**src/hw/rtl/bez_pkg.sv**
```systemverilog
// Shared widths, types and fixed-point helpers for the cubic Bezier block.
package bez_pkg;

    // Coordinate and parameter widths
    localparam int COORD_WIDTH = 32;
    localparam int T_FRAC_BITS = 16;

    localparam int CW = COORD_WIDTH;
    localparam int F  = T_FRAC_BITS;
    localparam int TW = F + 1;                 // t including the 1.0 bit
    localparam int WW = F + 3;                 // Bernstein weight, up to 3.0
    localparam int MW = CW + TW + 2 - F;       // lerp step after the shift
    localparam int EW = CW + WW + 1 - F;       // weighted coordinate after the shift
    localparam int SW = CW + 6;                // sum and saturation width

    localparam logic [TW-1:0] T_ONE = {1'b1, {F{1'b0}}};

    // Configuration port sizes
    localparam int DATA_W = (CW > 32) ? 64 : 32;
    localparam int ADDR_W = $clog2(8 * (DATA_W / 8));
    localparam int NPTS   = 8;

    // Register indexes
    typedef enum logic [2:0] {
        REG_P0_X = 3'd0,
        REG_P0_Y = 3'd1,
        REG_P1_X = 3'd2,
        REG_P1_Y = 3'd3,
        REG_P2_X = 3'd4,
        REG_P2_Y = 3'd5,
        REG_P3_X = 3'd6,
        REG_P3_Y = 3'd7
    } reg_idx_t;

    typedef struct packed {
        logic signed [CW-1:0] x;
        logic signed [CW-1:0] y;
    } point_t;

    typedef struct packed {
        logic signed [MW-1:0] x;
        logic signed [MW-1:0] y;
    } step_t;

    typedef struct packed {
        logic signed [EW-1:0] x;
        logic signed [EW-1:0] y;
    } wpoint_t;

    // Control points P0..P3
    typedef struct packed {
        point_t [3:0] p;
    } ctl_t;

    // One finished request, in output order
    typedef struct packed {
        logic                split;
        point_t [NPTS-1:0]   pt;
    } res_t;

    // Clamp a wide sum to the coordinate range
    function automatic logic signed [CW-1:0] sat(input logic signed [SW-1:0] v);
        logic signed [SW-1:0] hi;
        logic signed [SW-1:0] lo;
        hi = {{(SW-CW+1){1'b0}}, {(CW-1){1'b1}}};
        lo = {{(SW-CW+1){1'b1}}, {(CW-1){1'b0}}};
        if (v > hi)
            return hi[CW-1:0];
        else if (v < lo)
            return lo[CW-1:0];
        else
            return v[CW-1:0];
    endfunction

    // floor((q - p) * t / 2^F)
    function automatic logic signed [MW-1:0] lerp_mul(input logic signed [CW-1:0] p,
                                                      input logic signed [CW-1:0] q,
                                                      input logic [TW-1:0] t);
        logic signed [CW:0]        dif;
        logic signed [CW+TW+1:0]   prod;
        dif  = {q[CW-1], q} - {p[CW-1], p};
        prod = dif * $signed({1'b0, t});
        return prod[CW+TW+1:F];
    endfunction

    // p + step, saturated
    function automatic logic signed [CW-1:0] lerp_add(input logic signed [CW-1:0] p,
                                                      input logic signed [MW-1:0] m);
        logic signed [SW-1:0] s;
        s = {{(SW-CW){p[CW-1]}}, p} + {{(SW-MW){m[MW-1]}}, m};
        return sat(s);
    endfunction

    // floor(p * w / 2^F)
    function automatic logic signed [EW-1:0] wmul(input logic signed [CW-1:0] p,
                                                  input logic [WW-1:0] w);
        logic signed [CW+WW:0] prod;
        prod = p * $signed({1'b0, w});
        return prod[CW+WW:F];
    endfunction

    // Sign-extend a weighted coordinate to the sum width
    function automatic logic signed [SW-1:0] ext_w(input logic signed [EW-1:0] v);
        return {{(SW-EW){v[EW-1]}}, v};
    endfunction

endpackage

```
**src/hw/rtl/bez_cfg.sv**
```systemverilog
// APB register file holding the four control points.
module bez_cfg (
    input  logic                              clk,
    input  logic                              rst_n,
    input  logic                              psel,
    input  logic                              penable,
    input  logic                              pwrite,
    input  logic [bez_pkg::ADDR_W-1:0]        paddr,
    input  logic [bez_pkg::DATA_W-1:0]        pwdata,
    output logic [bez_pkg::DATA_W-1:0]        prdata,
    output logic                              pready,
    output bez_pkg::ctl_t                     ctl
);

    bez_pkg::ctl_t              ctl_reg;
    bez_pkg::ctl_t              ctl_next;
    bez_pkg::reg_idx_t          idx;
    logic                       wr_en;
    logic signed [bez_pkg::CW-1:0] wr_val;
    logic signed [bez_pkg::CW-1:0] rd_val;

    assign pready = 1'b1;
    assign idx    = bez_pkg::reg_idx_t'(paddr[bez_pkg::ADDR_W-1:bez_pkg::ADDR_W-3]);
    assign wr_en  = psel && penable && pwrite;
    assign wr_val = pwdata[bez_pkg::CW-1:0];

    // Decode the write
    always_comb
    begin
        ctl_next = ctl_reg;
        if (wr_en)
        begin
            unique case (idx)
                bez_pkg::REG_P0_X: ctl_next.p[0].x = wr_val;
                bez_pkg::REG_P0_Y: ctl_next.p[0].y = wr_val;
                bez_pkg::REG_P1_X: ctl_next.p[1].x = wr_val;
                bez_pkg::REG_P1_Y: ctl_next.p[1].y = wr_val;
                bez_pkg::REG_P2_X: ctl_next.p[2].x = wr_val;
                bez_pkg::REG_P2_Y: ctl_next.p[2].y = wr_val;
                bez_pkg::REG_P3_X: ctl_next.p[3].x = wr_val;
                bez_pkg::REG_P3_Y: ctl_next.p[3].y = wr_val;
                default:           ctl_next = ctl_reg;
            endcase
        end
    end

    // Decode the read
    always_comb
    begin
        unique case (idx)
            bez_pkg::REG_P0_X: rd_val = ctl_reg.p[0].x;
            bez_pkg::REG_P0_Y: rd_val = ctl_reg.p[0].y;
            bez_pkg::REG_P1_X: rd_val = ctl_reg.p[1].x;
            bez_pkg::REG_P1_Y: rd_val = ctl_reg.p[1].y;
            bez_pkg::REG_P2_X: rd_val = ctl_reg.p[2].x;
            bez_pkg::REG_P2_Y: rd_val = ctl_reg.p[2].y;
            bez_pkg::REG_P3_X: rd_val = ctl_reg.p[3].x;
            bez_pkg::REG_P3_Y: rd_val = ctl_reg.p[3].y;
            default:           rd_val = '0;
        endcase
    end

    assign prdata = bez_pkg::DATA_W'(rd_val);
    assign ctl    = ctl_reg;

    always_ff @(posedge clk or negedge rst_n)
    begin
        if (!rst_n)
            ctl_reg <= '0;
        else
            ctl_reg <= ctl_next;
    end

endmodule

```
**config.mk**
```make
export PLATFORM = sky130hd
export DESIGN_NAME = bez_cfg
export DESIGN_NICKNAME = d
export VERILOG_FILES = /design/src/hw/rtl/bez_pkg.sv /design/src/hw/rtl/bez_cfg.sv
export SDC_FILE = /design/constraint.sdc
export NUM_CORES = 1
export LEC_CHECK = 0
export ABC_AREA = 1
export BUFFER_PORTS_ARGS = -buffer_cell sky130_fd_sc_hd__buf_2
export CAP_MARGIN = 40
export CORE_MARGIN = 2
export CORE_UTILIZATION = 40
export CTS_BUF_LIST = sky130_fd_sc_hd__clkbuf_8 sky130_fd_sc_hd__clkbuf_16
export CTS_CLUSTER_DIAMETER = 50
export CTS_CLUSTER_SIZE = 24
export DETAILED_ROUTE_END_ITERATION = 8
export PLACE_DENSITY = 0.74
export SETUP_SLACK_MARGIN = 0.2
export SYNTH_ARGS = -nofsm -noshare
export SYNTH_HDL_FRONTEND = slang
export SYNTH_SLANG_ARGS = --single-unit
```
**constraint.sdc**
```tcl
create_clock -name clk -period 3.3 [get_ports clk]
set_input_delay 0.66 -clock clk [delete_from_list [all_inputs] [get_ports clk]]
set_output_delay 0.66 -clock clk [all_outputs]
set_load 0.1 [all_outputs]
```
; ---- Word-level counts from Yosys, hierarchy flattened
; Index checks and enable logic that the tools add are counted.
; Widths: inputs -> output; s select.
[op_classes]
n_eq_ne = 7
muxes = 1
reduce_logical = 11
[op_table]
columns = cell, count
row1 = $pmux 32 s8, 1
row2 = $reduce_and 2->1, 8
row3 = $eq 3x3->1 const B, 4
row4 = $eq 3x2->1 const B, 2
row5 = $eq 3x1->1 const B, 1
row6 = $logic_not 3->1, 1
row7 = $logic_and 1x1->1, 2
[word_totals]
ff_bits = 256
inputBits = 42

; ---- Longest topological paths before layout
[depth]
ltp_word = 3
ltp_mapped = 8
ltp_nobuf = 5

; ---- Worst setup path before layout
; Ideal clock, no wire load.
[synth_path]
path_type = input to output
startpoint = input paddr[2] (netlist name)
endpoint = output prdata[10] (netlist name)
arrival_time_ns = 2.168
path_slack_ns = 0.472
cell_stages = 7
path_buffers = 3
path_cell_list = buf_4 buf_2 buf_1 nand4_1 nand2_1 nor2_1 nand3_1
[synth_via]
elab_chain_cells = 2
[synth_rtl]
columns = element, line
row1 = start: declaration, bez_cfg.sv:8  ; input logic [bez_pkg::ADDR_W-1:0] paddr,
row2 = "$eq 3x3->1, or another cell as far along", bez_cfg.sv:50  ; unique case (idx)
row3 = $pmux 32 s8 *, bez_cfg.sv:50
row4 = end: declaration, bez_cfg.sv:10  ; output logic [bez_pkg::DATA_W-1:0] prdata,
; Every way passes the cells marked *; elsewhere a longest branch is shown, timed or not.

; ---- Worst setup path in the final report
[layout_path]
startpoint = input paddr[3] (netlist name)
endpoint = output prdata[27] (netlist name)
; Same word-level chain as after synthesis.

==> impl_metrics.csv <==
group,metric,value,unit
synth,yosys_warnings,0,
global_route,antenna_found_initial,0,
global_route,gr-total-overflow,0,
clock_network,cts_resized,0,
synth,yosysTopAreaCell,"dfrtp_1",
synth,synth-compound-area-share,0.109,
synth,synth-simple-area-share,0.276,
critical_path,cp_max_fo,39,
routing,drt_iter0_drc,1099,
die,dieHeight,176,um
layout,utilization,0.528,
global_route,grt_pass1_wl,64.1,mm
sta,tns,0,ns
synth,yosys_register_bits,256,
routing,final_antenna_net_count,0,
place,gp_congestion,0.837,
sta,slew_headroom,0.577,
global_route,grt_use_total,0.262,
power_and_ir_drop,p_sw,8.73,mW
routing,wl_per_cell,19.4,um
power_and_ir_drop,power_density,1020,nW/um2
min_path,hp-class,"in2async",
sta,setup_viol_count_final,0,
power_and_ir_drop,p_sw_frac,0.560,
layout,area_growth,29.4,%
synth,synth_top_family_by_area,"simple AND/OR/NAND/NOR gates",
place,dp.final_hpwl,25.9,mm
power_and_ir_drop,power_frac_comb,0.515,
die,core,28900,um2
clock_network,root_buffer,"clkbuf_16",
global_route,grt_max_degree,74,
power_and_ir_drop,p_int,6.86,mW
power_and_ir_drop,leakage,7.80,nW
sta,slew_violations,0,
synth,ys_top_cells_by_area,"dfrtp_1, nand2_1, nand4_1",
synth,syn_inst,1419,
job,maxCapViolations,0,
synth,synth-xor-area-share,0,
sta,min_period,2.89,ns
place,io_buffers,327,
critical_path,crit_type,"in2out",
clock_network,clkLatencyLatePin,0.54,ns
synth,synth_area_per_cell,8.30,um2
sta,finClkSkew,0,ns
critical_path,arrival,2.23,ns
synth,netlist_area,11800,um2
die,initial_core_util,0.408,
layout,largest_reg_flops,256,
synth,yosys.cell_types.count,21,
power_and_ir_drop,clkPwrFrac,0.207,
routing,drc,0,
die,die_x,176,um
sta,fin_hold_ws,0.0855,ns
routing,first_pass_iters,6,
clock_network,cts_max_level,1,
synth,synthAdderAreaFrac,0,
clock_network,tritoncts,"built",
sta,fin_crit_sh,0.875,
sta,clock.fmax,346,MHz
clock_network,ctsHoldBuffers,0,
layout,drive_above_1_share,0.249,
sta,worstMarginPinSlew,0.634,ns
layout,num_antenna_cells,0,
synth,muxShareOfSynthArea,0,
clock_network,postCtsSetupBuffers,0,
run_status,status,"completed",
routing,wl,40.8,mm
critical_path,critPathCaptureType,"output pin",
layout,layout_common_cells,"buf_2, nand2_1, dfrtp_1, nor2_1, nand4_1",
layout,layout_commonest_cell,"buf_2",
clock_network,cts_buffers,29,
critical_path,critPathLaunchType,"input port",
synth,yosysTopAreaCellShare,0.544,
synth,seq_area_frac_synth,0.544,
critical_path,worstPathRequired,2.64,ns
sta,rsz0062_at_grt,"no",
routing,viasPerCell,5.56,
die,die-area,30800,um2
global_route,grt_pass1_vias,11227,
clock_network,cts_sinks,256,
sta,hold_viol,0,
layout,nets,1739,
clock_network,clk_pin_slew_worst_paths,0.06,ns
die,ios,331,
die,rows,62,
synth,synth_fp_nets,1461,
power_and_ir_drop,irDropWorstVdd,0.731,mV
routing,vias,11689,
power_and_ir_drop,seq_power_share,0.278,
clock_network,cts_buffer_depth,3,
## cells in the mapped netlist, drive strengths merged
library cell,n
conb,1
nand4,160
clkbuf,23
o21ai,160
nor3,4
nand3,67
dfrtp,256
buf,92
inv,69
a21oi,96
nor2,197
nand2,294
## power by group through the flow
stage               sequential, mW  clock, mW  combinational [mW]
detailed placement            4.37          0                8.03
global placement              4.34          0                7.98
floorplan                     9.17          0                1.55
finish                        4.34       3.23                8.02
CTS                           4.33       3.29                8.04
global route                  4.42       3.41                8.29
## cell families (layout without fill, tap and decap cells)
group                  Yosys count  after routing
AOI/OAI and AO/OA              256            256
DFF                            256            256
other                            1              1
and+or+nand+nor                722            722
buffers and inverters          184            484
## layout make-up
class                   instances  area (um2)
well taps                     384         480
inverters                      69         260
clock buffers                  31         753
clock inverters                22         215
repair buffers                362        2570
multi-input cells             979        4550
flip-flops and latches        256        6410
fillers                      2652       13600
## worst max-delay path, stage by stage
cell and delay, ns:
buf_4 0.32, buf_4 0.51, nand4_1 0.18, nand2_1 0.12
nor2_1 0.06, nand3_1 0.14, buf_12 0.19
## worst paths after layout
check	from	to	slack [ns]	depth (start not counted)
max	paddr[3]	prdata[27]	0.41	7
min reg2reg	ctl[197]$_DFFE_PN0P_	ctl[197]$_DFFE_PN0P_	0.51	2
max reg2reg	ctl[79]$_DFFE_PN0P_	ctl[79]$_DFFE_PN0P_	2.54	2
min in group clk	pwdata[23]	ctl[247]$_DFFE_PN0P_	0.34	3
max in group asynchronous	rst_n	ctl[116]$_DFFE_PN0P_	2.38	2
min	rst_n	ctl[183]$_DFFE_PN0P_	0.09	1
## metrics by stage
step	cell area [um2]	power (mW)	setup slack [ns]	std cells
floorplan	11800	10.7	0.472	1419
global placement	14300	12.3	0.468	2050
detailed placement	14300	12.4	0.473	2050
CTS	15200	15.7	0.432	2103
global route	15200	16.1	0.338	2103
finish	15200	15.6	0.411	2103
## metal layers
| metal | wire, um | global-route usage | vias to the layer above | part of all wire |
|---|---|---|---|---|
| li1 | - | - | 5361 | - |
| met1 | 16900 | 0.358 | 5656 | 0.41 |
| met2 | 19100 | 0.418 | 570 | 0.47 |
| met3 | 3360 | 0.0511 | 102 | 0.082 |
| met4 | 1460 | 0.0899 | 0 | 0.036 |
| met5 | 0 | 0 | - | 0 |
No activity file was read; power rests on OpenSTA's default activity.
