File: config.mk
export PLATFORM = sky130hd
export DESIGN_NAME = bez_serializer
export DESIGN_NICKNAME = d
export VERILOG_FILES = /design/src/hw/rtl/bez_pkg.sv /design/src/hw/rtl/bez_serializer.sv
export SDC_FILE = /design/constraint.sdc
export NUM_CORES = 1
export LEC_CHECK = 0
export BUFFER_PORTS_ARGS = -buffer_cell sky130_fd_sc_hd__buf_2
export CAP_MARGIN = 20
export CORE_AREA = 4 4 226 228
export CTS_CLUSTER_DIAMETER = 30
export CTS_CLUSTER_SIZE = 25
export DETAILED_ROUTE_END_ITERATION = 8
export DIE_AREA = 0 0 230 232
export SYNTH_ARGS = -nofsm -noshare
export SYNTH_HDL_FRONTEND = slang
export SYNTH_SLANG_ARGS = --single-unit
File: constraint.sdc
create_clock -name clk -period 39.3 [get_ports clk]
set_clock_uncertainty 0.05 [all_clocks]
set_input_delay 7.86 -clock clk [delete_from_list [all_inputs] [get_ports clk]]
set_output_delay 7.86 -clock clk [all_outputs]
set_load 0.05 [all_outputs]
File: src/hw/rtl/bez_pkg.sv
// Shared widths, types and fixed-point helpers for the cubic Bezier block.
package bez_pkg;

    // Coordinate and parameter widths
    localparam int COORD_WIDTH = 32;
    localparam int T_FRAC_BITS = 16;

    localparam int CW = COORD_WIDTH;
    localparam int F  = T_FRAC_BITS;
    localparam int TW = F + 1;                 // t including the 1.0 bit
    localparam int WW = F + 3;                 // Bernstein weight, up to 3.0
    localparam int MW = CW + TW + 2 - F;       // lerp step after the shift
    localparam int EW = CW + WW + 1 - F;       // weighted coordinate after the shift
    localparam int SW = CW + 6;                // sum and saturation width

    localparam logic [TW-1:0] T_ONE = {1'b1, {F{1'b0}}};

    // Configuration port sizes
    localparam int DATA_W = (CW > 32) ? 64 : 32;
    localparam int ADDR_W = $clog2(8 * (DATA_W / 8));
    localparam int NPTS   = 8;

    // Register indexes
    typedef enum logic [2:0] {
        REG_P0_X = 3'd0,
        REG_P0_Y = 3'd1,
        REG_P1_X = 3'd2,
        REG_P1_Y = 3'd3,
        REG_P2_X = 3'd4,
        REG_P2_Y = 3'd5,
        REG_P3_X = 3'd6,
        REG_P3_Y = 3'd7
    } reg_idx_t;

    typedef struct packed {
        logic signed [CW-1:0] x;
        logic signed [CW-1:0] y;
    } point_t;

    typedef struct packed {
        logic signed [MW-1:0] x;
        logic signed [MW-1:0] y;
    } step_t;

    typedef struct packed {
        logic signed [EW-1:0] x;
        logic signed [EW-1:0] y;
    } wpoint_t;

    // Control points P0..P3
    typedef struct packed {
        point_t [3:0] p;
    } ctl_t;

    // One finished request, in output order
    typedef struct packed {
        logic                split;
        point_t [NPTS-1:0]   pt;
    } res_t;

    // Clamp a wide sum to the coordinate range
    function automatic logic signed [CW-1:0] sat(input logic signed [SW-1:0] v);
        logic signed [SW-1:0] hi;
        logic signed [SW-1:0] lo;
        hi = {{(SW-CW+1){1'b0}}, {(CW-1){1'b1}}};
        lo = {{(SW-CW+1){1'b1}}, {(CW-1){1'b0}}};
        if (v > hi)
            return hi[CW-1:0];
        else if (v < lo)
            return lo[CW-1:0];
        else
            return v[CW-1:0];
    endfunction

    // floor((q - p) * t / 2^F)
    function automatic logic signed [MW-1:0] lerp_mul(input logic signed [CW-1:0] p,
                                                      input logic signed [CW-1:0] q,
                                                      input logic [TW-1:0] t);
        logic signed [CW:0]        dif;
        logic signed [CW+TW+1:0]   prod;
        dif  = {q[CW-1], q} - {p[CW-1], p};
        prod = dif * $signed({1'b0, t});
        return prod[CW+TW+1:F];
    endfunction

    // p + step, saturated
    function automatic logic signed [CW-1:0] lerp_add(input logic signed [CW-1:0] p,
                                                      input logic signed [MW-1:0] m);
        logic signed [SW-1:0] s;
        s = {{(SW-CW){p[CW-1]}}, p} + {{(SW-MW){m[MW-1]}}, m};
        return sat(s);
    endfunction

    // floor(p * w / 2^F)
    function automatic logic signed [EW-1:0] wmul(input logic signed [CW-1:0] p,
                                                  input logic [WW-1:0] w);
        logic signed [CW+WW:0] prod;
        prod = p * $signed({1'b0, w});
        return prod[CW+WW:F];
    endfunction

    // Sign-extend a weighted coordinate to the sum width
    function automatic logic signed [SW-1:0] ext_w(input logic signed [EW-1:0] v);
        return {{(SW-EW){v[EW-1]}}, v};
    endfunction

endpackage

File: src/hw/rtl/bez_serializer.sv
// Output register that streams the points of a finished request, one point per cycle while out_stall is low.
module bez_serializer (
    input  logic                        clk,
    input  logic                        rst_n,
    input  logic                        res_valid,
    output logic                        res_ready,
    input  bez_pkg::res_t               res,
    output logic                        out_valid,
    input  logic                        out_stall,
    output logic signed [bez_pkg::CW-1:0] out_x,
    output logic signed [bez_pkg::CW-1:0] out_y,
    output logic [2:0]                  point_index,
    output logic                        last_point
);

    logic           valid_reg, valid_next;
    logic [2:0]     cnt_reg, cnt_next;
    bez_pkg::res_t  pts_reg;
    logic           fire;
    logic           last;
    logic           load;

    assign last      = !pts_reg.split || (cnt_reg == 3'(bez_pkg::NPTS - 1));
    assign fire      = valid_reg && !out_stall;
    assign res_ready = !valid_reg || (fire && last);
    assign load      = res_valid && res_ready;

    // Advance through the points, reload after the last one
    always_comb
    begin
        valid_next = valid_reg;
        cnt_next   = cnt_reg;
        if (fire)
        begin
            if (last)
                valid_next = 1'b0;
            else
                cnt_next = cnt_reg + 3'd1;
        end
        if (load)
        begin
            valid_next = 1'b1;
            cnt_next   = 3'd0;
        end
    end

    always_ff @(posedge clk or negedge rst_n)
    begin
        if (!rst_n)
        begin
            valid_reg <= 1'b0;
            cnt_reg   <= 3'd0;
        end
        else
        begin
            valid_reg <= valid_next;
            cnt_reg   <= cnt_next;
        end
    end

    // Hold the request's points
    always_ff @(posedge clk)
    begin
        if (load)
            pts_reg <= res;
    end

    assign out_valid   = valid_reg;
    assign out_x       = pts_reg.pt[cnt_reg].x;
    assign out_y       = pts_reg.pt[cnt_reg].y;
    assign point_index = cnt_reg;
    assign last_point  = last;

endmodule

; ---- Word level (Yosys, flattened, before mapping)
; Cells that the tools add are included.
[totals]
ff_bits = 517
in_bits = 517
output_inout_bits = 70
word_cells = 43
[op_classes]
n_addsub = 1
magnitude_cmp = 1
eq_ne = 2
n_mux = 8
n_reduce_logical = 12
[ops]
columns = operator, n
row1 = $bmux W64 S3, 1
row2 = $mux W64, 1
row3 = $mux W3, 3
row4 = $lt A3 B4 Y1 const B, 1
row5 = $reduce_and A2 Y1, 2
row6 = $reduce_bool A2 Y1, 2
row7 = $add A3 B1 Y3 const B, 1
row8 = $eq A3 B3 Y1 const B, 1
row9 = $logic_and A1 B1 Y1, 3
row10 = $logic_not A1 Y1, 3
row11 = $mux W1, 3
row12 = $logic_or A1 B1 Y1, 2
row13 = $ne A2 B1 Y1 const B, 1

; ---- Depth between registers and ports, before layout
; Gate-level depths: netlist of the first run.
[depth]
word_depth = 7
ltp_mapped = 6
mapped_depth_nobuf = 6

; ---- Least setup slack after synthesis of the first run
; OpenSTA, ideal clock, no wires.
[synth_path]
kind = in2reg
startpoint = input out_stall
endpoint = register pts_reg[0] (netlist bit) (enable)
setup_ns = 0.937
arrival_time_ns = 20.720
required_ns = 38.313
path_slack_ns = 17.593
stages = 2
path_buffers = 0
cell_sequence = o21ai_0 -> and2_1
[synth_between]
elab_chain_len = 5
[synth_rtl]
columns = item, line
row1 = from (decl), bez_serializer.sv:9  ; input logic out_stall,
row2 = $logic_not A1 Y1, bez_serializer.sv:24  ; assign fire = valid_reg && !out_stall;
row3 = $logic_and A1 B1 Y1, bez_serializer.sv:24
row4 = $logic_and A1 B1 Y1, bez_serializer.sv:25  ; assign res_ready = !valid_reg || (fire && last);
row5 = $logic_or A1 B1 Y1, bez_serializer.sv:25
row6 = $logic_and A1 B1 Y1, bez_serializer.sv:26  ; assign load = res_valid && res_ready;
row7 = named net load, bez_serializer.sv:21  ; logic load;
row8 = to (signal assigned), bez_serializer.sv:65  ; pts_reg <= res;
row9 = to (decl), bez_serializer.sv:18  ; bez_pkg::res_t pts_reg;
; The timed path passes the listed nets, and every way through them passes these cells.
; A chain may end at the register's enable or synchronous reset.

; ---- Worst setup path in the final report of the first run
[layout_path]
startpoint = input out_stall
endpoint = output res_ready
[layout_between]
elab_chain_len = 4
[layout_rtl]
columns = item, line
row1 = $logic_not A1 Y1, bez_serializer.sv:24
row2 = $logic_and A1 B1 Y1, bez_serializer.sv:24
row3 = $logic_and A1 B1 Y1, bez_serializer.sv:25
row4 = $logic_or A1 B1 Y1, bez_serializer.sv:25
row5 = to (decl), bez_serializer.sv:6  ; output logic res_ready,
; No other way between the ends.

==> impl_metrics.env, run 1 <==
export IMPL_outcome="finished, final reports clean"
export IMPL_largest_register_ffs=513
export IMPL_relSlewSlack_pct=28.37
export IMPL_die_w_um=230
export IMPL_die_h_um=232
export IMPL_fin_crit_sh_pct=42.02
export IMPL_syn_avg_cell_area_um2=25.53
export IMPL_nNetsFinal=1948
export IMPL_io_pins=587
export IMPL_leakage_nw=10.00
export IMPL_slew_viol_final=0
export IMPL_worst_pin_slew_ps=1074
export IMPL_yosysWarnings=0
export IMPL_cts_sinks=517
export IMPL_cts_setup_buffers=0
export IMPL_synthesis_area_um2=19460
export IMPL_initialDrtViolationCount=666
export IMPL_ctsHoldBuffers=0
export IMPL_grt_first_pass_wirelength_mm=73.16
export IMPL_max_stage_delay_ps=330
export IMPL_power_density_nw_per_um2=69.74
export IMPL_dr_total_vias=10650
export IMPL_clk_latency_ps=620
export IMPL_cts_resized=0
export IMPL_dp_hpwl_mm=35.37
export IMPL_yosysSeqAreaShare_pct=79.69
export IMPL_grt_overflow_total=0
export IMPL_avgRoutedWirePerCell_um=23.11
export IMPL_crit_fanout=6
export IMPL_cpMaxStageDelayCell="buf_2"
export IMPL_async_reset_ff_share_pct=0.7737
export IMPL_endpoint_kind="primary output"
export IMPL_grt_pass1_vias=11670
export IMPL_synth_edf_count=513
export IMPL_n_fill_cell=3843
export IMPL_core_area_um2=48850
export IMPL_setup_viol=0
export IMPL_synth_area_leaders="edfxtp_1 79%, mux4_2 15%, mux2_2 3.8%"
export IMPL_peakVddDrop_uv=49.51
export IMPL_htree_levels=3
export IMPL_netlist_area_leader_share_pct=79.17
export IMPL_ant_nets=0
export IMPL_crit_chain="buf_2, o21ai_0, buf_2"
export IMPL_synth_seq_cells=517
export IMPL_vias_per_cell=4.843
export IMPL_hold_viol=0
export IMPL_max_freq_ghz=0.06056
export IMPL_grt_usage_pct=18.68
export IMPL_wl_mm=50.80
export IMPL_hold_class="reg -> reg"
export IMPL_critPathMostFrequentCell="buf_2"
export IMPL_synth_top_cell_by_area="edfxtp_1"
export IMPL_fin_cells=2198
export IMPL_synth_commonest_cells="513 x edfxtp_1, 128 x mux4_2, 65 x mux2_2"
export IMPL_die_area_um2=53360
export IMPL_placed_cells=1984
export IMPL_yosysMostFrequentCell="edfxtp_1"
export IMPL_portBuffers=586
export IMPL_utilization_pct=55.09
export IMPL_drc=0
export IMPL_cp_arrival_ps=8600
export IMPL_syn_num_nets=1281
export IMPL_tns_ps=0
export IMPL_layout_min_cycle_time_ps=16510
export IMPL_yosysUniqueCellTypes=18
export IMPL_gp_congestion=0.8382
export IMPL_grt_antenna_before_repair=22
export IMPL_cap_viol_max_count=0
export IMPL_grt_max_degree=194
export IMPL_firstDrtPassIters=6
export IMPL_path_clk_slew_ps=50
export IMPL_drive_gt1_share_pct=63.36
export IMPL_cts_root_buf="clkbuf_16"
export IMPL_start_util_pct=39.83
export IMPL_syn2layout_area_growth_pct=38.31
export IMPL_cts_buffers=107
export IMPL_syn_inst=762
export IMPL_rsz0062_at_grt="false"
export IMPL_startpoint_type="input port"
export IMPL_required_ps=31390
export IMPL_ys_flop_type="edfxtp_1"
export IMPL_rows=81
export IMPL_clock_path_buffers=3
export IMPL_path_class="in -> out"
export IMPL_cts_tree="yes"
[metal layers]
metal / routed length (um) / vias up / part of all wire [%] / global-route usage [%]
met5: 119 / - / 0.23 / 0
met4: 1071 / 18 / 2.1 / 5.898
met1: 18080 / 5412 / 36 / 20.86
met2: 27310 / 438 / 54 / 33.03
li1: - / 4691 / - / -
met3: 4226 / 86 / 8.3 / 7.372
[final timing paths]
path | from | endpoint | slack [ps] | cells past startpoint
worst max-delay path | out_stall | res_ready | 22790 | 3
worst min-delay path | out_valid | point_index[0] | 590 | 1
worst max register to register | point_index[0] | pts_reg[347] | 34290 | 7
worst min register to register | out_valid | point_index[0] | 590 | 1
max in group asynchronous | rst_n | point_index[0] | 32040 | 1
min in group asynchronous | rst_n | out_valid | 7000 | 1
[power breakdown]
group	switching, W	internal [W]
combinational	0.000181	0.000112
clock	0.000284	0.000640
sequential	0.0000173	0.000641
total	0.000483	0.00139
[critical path: cells and delay by family]
kind,cells,cell delay [ps]
compound gates,1,280
buf+inv,2,460
[area by class of cell]
class,count,area (um^2),area share (%)
Sequential cell,517,15520,57.66
Clock inverter,79,974.7,3.622
Tap cell,664,830.8,3.087
Timing Repair Buffer,594,3018,11.21
Multi-Input combinational cell,208,3729,13.86
Clock buffer,121,2804,10.42
Antenna cell,14,35.03,0.1302
Inverter,1,3.754,0.01395
[kinds of logic after synthesis]
group,count (synthesis),share of synthesized area [%]
DFF,517,79.69
adders and majority gates,2,0.1286
AOI/OAI and AO/OA,7,0.2572
buffers and inverters,37,1.164
muxes,193,18.58
and+or+nand+nor,6,0.1865
[through the flow]
stage               cell area (um^2)  hold WS [ps]  total power [W]  worst slack (ps)
floorplan                      19460         750.2        0.0008949             17590
global placement               23100         543.3        0.0009640             22800
detailed placement             23100         549.1        0.0009668             22800
CTS                            26880         583.8         0.001899             22800
global route                   26890         600.7         0.001945             22740
finish                         26910         592.8         0.001877             22790
[cells in the final DEF (no fill, tap or decap), drive strengths merged]
master,netlist,layout
a21oi,1,1
a22o,4,4
and2,1,1
buf,22,594
bufinv,0,20
clkbuf,14,121
clkinv,0,42
clkinvlp,0,14
dfrtp,4,4
diode,0,14
edfxtp,513,513
ha,2,2
inv,1,4
mux2,65,65
mux4,128,128
nand2,1,1
nand2b,2,2
nor2b,1,1
nor3b,1,1
o21ai,2,2
Note: power is estimated with default switching activity, not from simulation.
==> inputs of run 2 (changes only) <==
--- a/config.mk
+++ b/config.mk
@@ -5,13 +5,15 @@
 export SDC_FILE = /design/constraint.sdc
 export NUM_CORES = 1
 export LEC_CHECK = 0
+export ABC_AREA = 1
 export BUFFER_PORTS_ARGS = -buffer_cell sky130_fd_sc_hd__buf_2
 export CAP_MARGIN = 20
-export CORE_AREA = 4 4 226 228
+export CORE_MARGIN = 4
+export CORE_UTILIZATION = 45
 export CTS_CLUSTER_DIAMETER = 30
 export CTS_CLUSTER_SIZE = 25
 export DETAILED_ROUTE_END_ITERATION = 8
-export DIE_AREA = 0 0 230 232
+export PLACE_DENSITY = 0.72
 export SYNTH_ARGS = -nofsm -noshare
 export SYNTH_HDL_FRONTEND = slang
 export SYNTH_SLANG_ARGS = --single-unit
==> constraint.sdc (replaced) <==
create_clock -name clk -period 14.9 [get_ports clk]
set_clock_uncertainty 0.05 [all_clocks]
set_input_delay 2.98 -clock clk [delete_from_list [all_inputs] [get_ports clk]]
set_output_delay 2.98 -clock clk [all_outputs]
set_load 0.05 [all_outputs]
==> run 2 against run 1 <==
Routed wire length rose by 23%. Clock power rose by 140%. Die area rose by 1.1%. Largest cell class unchanged. Critical path type is now reg -> out. Combinational power grew to 3.5 times the previous value. Highest routed layer unchanged.
==> impl_metrics.env, run 2 <==
export IMPL_netlist_area_leader_share_pct=68.07
export IMPL_core_area_um2=49360
export IMPL_clk_latency_ps=610
export IMPL_initialDrtViolationCount=1188
export IMPL_wl_mm=62.74
export IMPL_endpoint_kind="primary output"
export IMPL_rows=81
export IMPL_power_density_nw_per_um2=170.5
export IMPL_cts_resized=0
export IMPL_tns_ps=0
export IMPL_mostFrequentLayoutCell="nand2_1"
export IMPL_slew_viol_final=0
export IMPL_grt_antenna_before_repair=36
export IMPL_largest_register_ffs=513
export IMPL_avgRoutedWirePerCell_um=17.30
export IMPL_cap_viol_max_count=0
export IMPL_die_h_um=232.3
export IMPL_die_w_um=232.3
export IMPL_grt_first_pass_wirelength_mm=92.14
export IMPL_setup_viol=0
export IMPL_io_pins=587
export IMPL_clock_path_buffers=3
export IMPL_cts_root_buf="clkbuf_16"
export IMPL_path_class="reg -> out"
export IMPL_ys_flop_type="edfxtp_1"
export IMPL_firstDrtPassIters=5
export IMPL_startpoint_type="register"
export IMPL_drc=0
export IMPL_worst_pin_slew_ps=1162
export IMPL_start_util_pct=45.85
export IMPL_placed_cells=3411
export IMPL_htree_levels=3
export IMPL_ant_nets=0
export IMPL_peakVddDrop_uv=142.0
export IMPL_syn2layout_area_growth_pct=29.70
export IMPL_die_area_um2=53940
export IMPL_yosysWarnings=0
export IMPL_portBuffers=586
export IMPL_utilization_pct=59.47
export IMPL_ctsHoldBuffers=0
export IMPL_vias_per_cell=4.747
export IMPL_path_clk_slew_ps=50
export IMPL_synth_top_cell_by_area="edfxtp_1"
export IMPL_fin_crit_sh_pct=46.58
export IMPL_yosysSeqAreaShare_pct=68.51
export IMPL_hold_viol=0
export IMPL_grt_max_degree=184
export IMPL_synthesis_area_um2=22630
export IMPL_rsz0062_at_grt="false"
export IMPL_relSlewSlack_pct=22.52
export IMPL_async_reset_ff_share_pct=0.7737
export IMPL_yosysUniqueCellTypes=14
export IMPL_cp_arrival_ps=3910
export IMPL_synth_area_leaders="edfxtp_1 68%, nand2_1 14%, inv_1 8.6%"
export IMPL_nNetsFinal=3371
export IMPL_dr_total_vias=17220
export IMPL_drive_gt1_share_pct=26.15
export IMPL_outcome="finished, final reports clean"
export IMPL_grt_usage_pct=22.28
export IMPL_gp_congestion=0.8857
export IMPL_syn_inst=2248
export IMPL_regArea_um2=15520
export IMPL_leakage_nw=14.44
export IMPL_cts_sinks=517
export IMPL_multi_input_area_um2=4517
export IMPL_grt_overflow_total=0
export IMPL_yosysMostFrequentCell="nand2_1"
export IMPL_layout_min_cycle_time_ps=6941
export IMPL_hold_class="reg -> reg"
export IMPL_crit_fanout=162
export IMPL_fin_cells=3627
export IMPL_synth_commonest_cells="847 x nand2_1, 521 x inv_1, 513 x edfxtp_1"
export IMPL_max_freq_ghz=0.1441
export IMPL_n_fill_cell=3969
export IMPL_required_ps=11870
export IMPL_grt_pass1_vias=16940
export IMPL_syn_avg_cell_area_um2=10.07
export IMPL_dp_hpwl_mm=41.04
export IMPL_cts_setup_buffers=0
export IMPL_cts_buffers=103
export IMPL_synth_seq_cells=517
export IMPL_syn_num_nets=2767
export IMPL_mostFrequentLayoutCells="847 x nand2_1, 586 x buf_2, 519 x inv_1, 513 x edfxtp_1, 256 x nand3_1"
export IMPL_synth_edf_count=513
export IMPL_cts_tree="yes"
[run 2: through the flow]
step / total power [W] / area (um^2) / worst slack (ps) / hold slack (ps)
6_report: 0.005006 / 29350 / 7959 / 568.6
5_1_grt: 0.005214 / 29340 / 7654 / 657.0
4_1_cts: 0.005048 / 29300 / 7869 / 576.1
3_5_place_dp: 0.002806 / 25880 / 8254 / 562.8
3_3_place_gp: 0.002788 / 25880 / 8231 / 546.0
2_1_floorplan: 0.002540 / 22640 / 2572 / 947.9
[run 2: final timing paths]
kind | cells after the start | end | slack (ps) | from
max in group asynchronous | 1 | point_index[2] | 12500 | rst_n
min reg2reg | 2 | out_valid | 570 | out_valid
min in group asynchronous | 1 | out_valid | 2130 | rst_n
max | 8 | out_y[13] | 7960 | point_index[0]
max reg2reg | 10 | pts_reg[220] | 9710 | point_index[1]
min | 2 | out_valid | 570 | out_valid
[run 2: report_power, final]
| group | switching [W] | internal, W |
|---|---|---|
| clock | 0.000749 | 0.00148 |
| sequential | 0.0000406 | 0.00170 |
| combinational | 0.000776 | 0.000262 |
| total | 0.00157 | 0.00344 |
[run 2: cell families after synthesis]
logic type               after synthesis  synth area share (%)
buffers and inverters                621                 11.58
AND/OR/NAND/NOR                     1107                 19.78
AO/OA/AOI/OAI                          1               0.02209
adder cells (fa/ha/maj)                2                0.1106
flip-flops                           517                 68.51
[run 2: worst max-delay path: stages, from the launching register on]
cell	delay, ps
dfrtp_4	750
inv_8	740
buf_4	930
nand2_1	140
nand3_1	150
nand2_1	80
nand2_1	100
nand2_1	70
buf_2	210
[run 2: layout make-up]
| type | count | share of cell area (%) |
|---|---|---|
| Sequential cell | 517 | 52.86 |
| Clock buffer | 120 | 8.999 |
| Tap cell | 664 | 2.830 |
| Antenna cell | 22 | 0.1876 |
| Multi-Input combinational cell | 1110 | 15.39 |
| Inverter | 522 | 6.714 |
| Clock inverter | 74 | 2.634 |
| Timing Repair Buffer | 598 | 10.38 |
[run 2: per-layer routing]
layer	vias to the layer above	part of all wire [%]	global-route usage, %
met5	-	0.31	0
met4	32	4.1	10.31
met2	794	49	37.39
met3	190	9.7	6.845
li1	8242	-	-
met1	7958	37	26.33
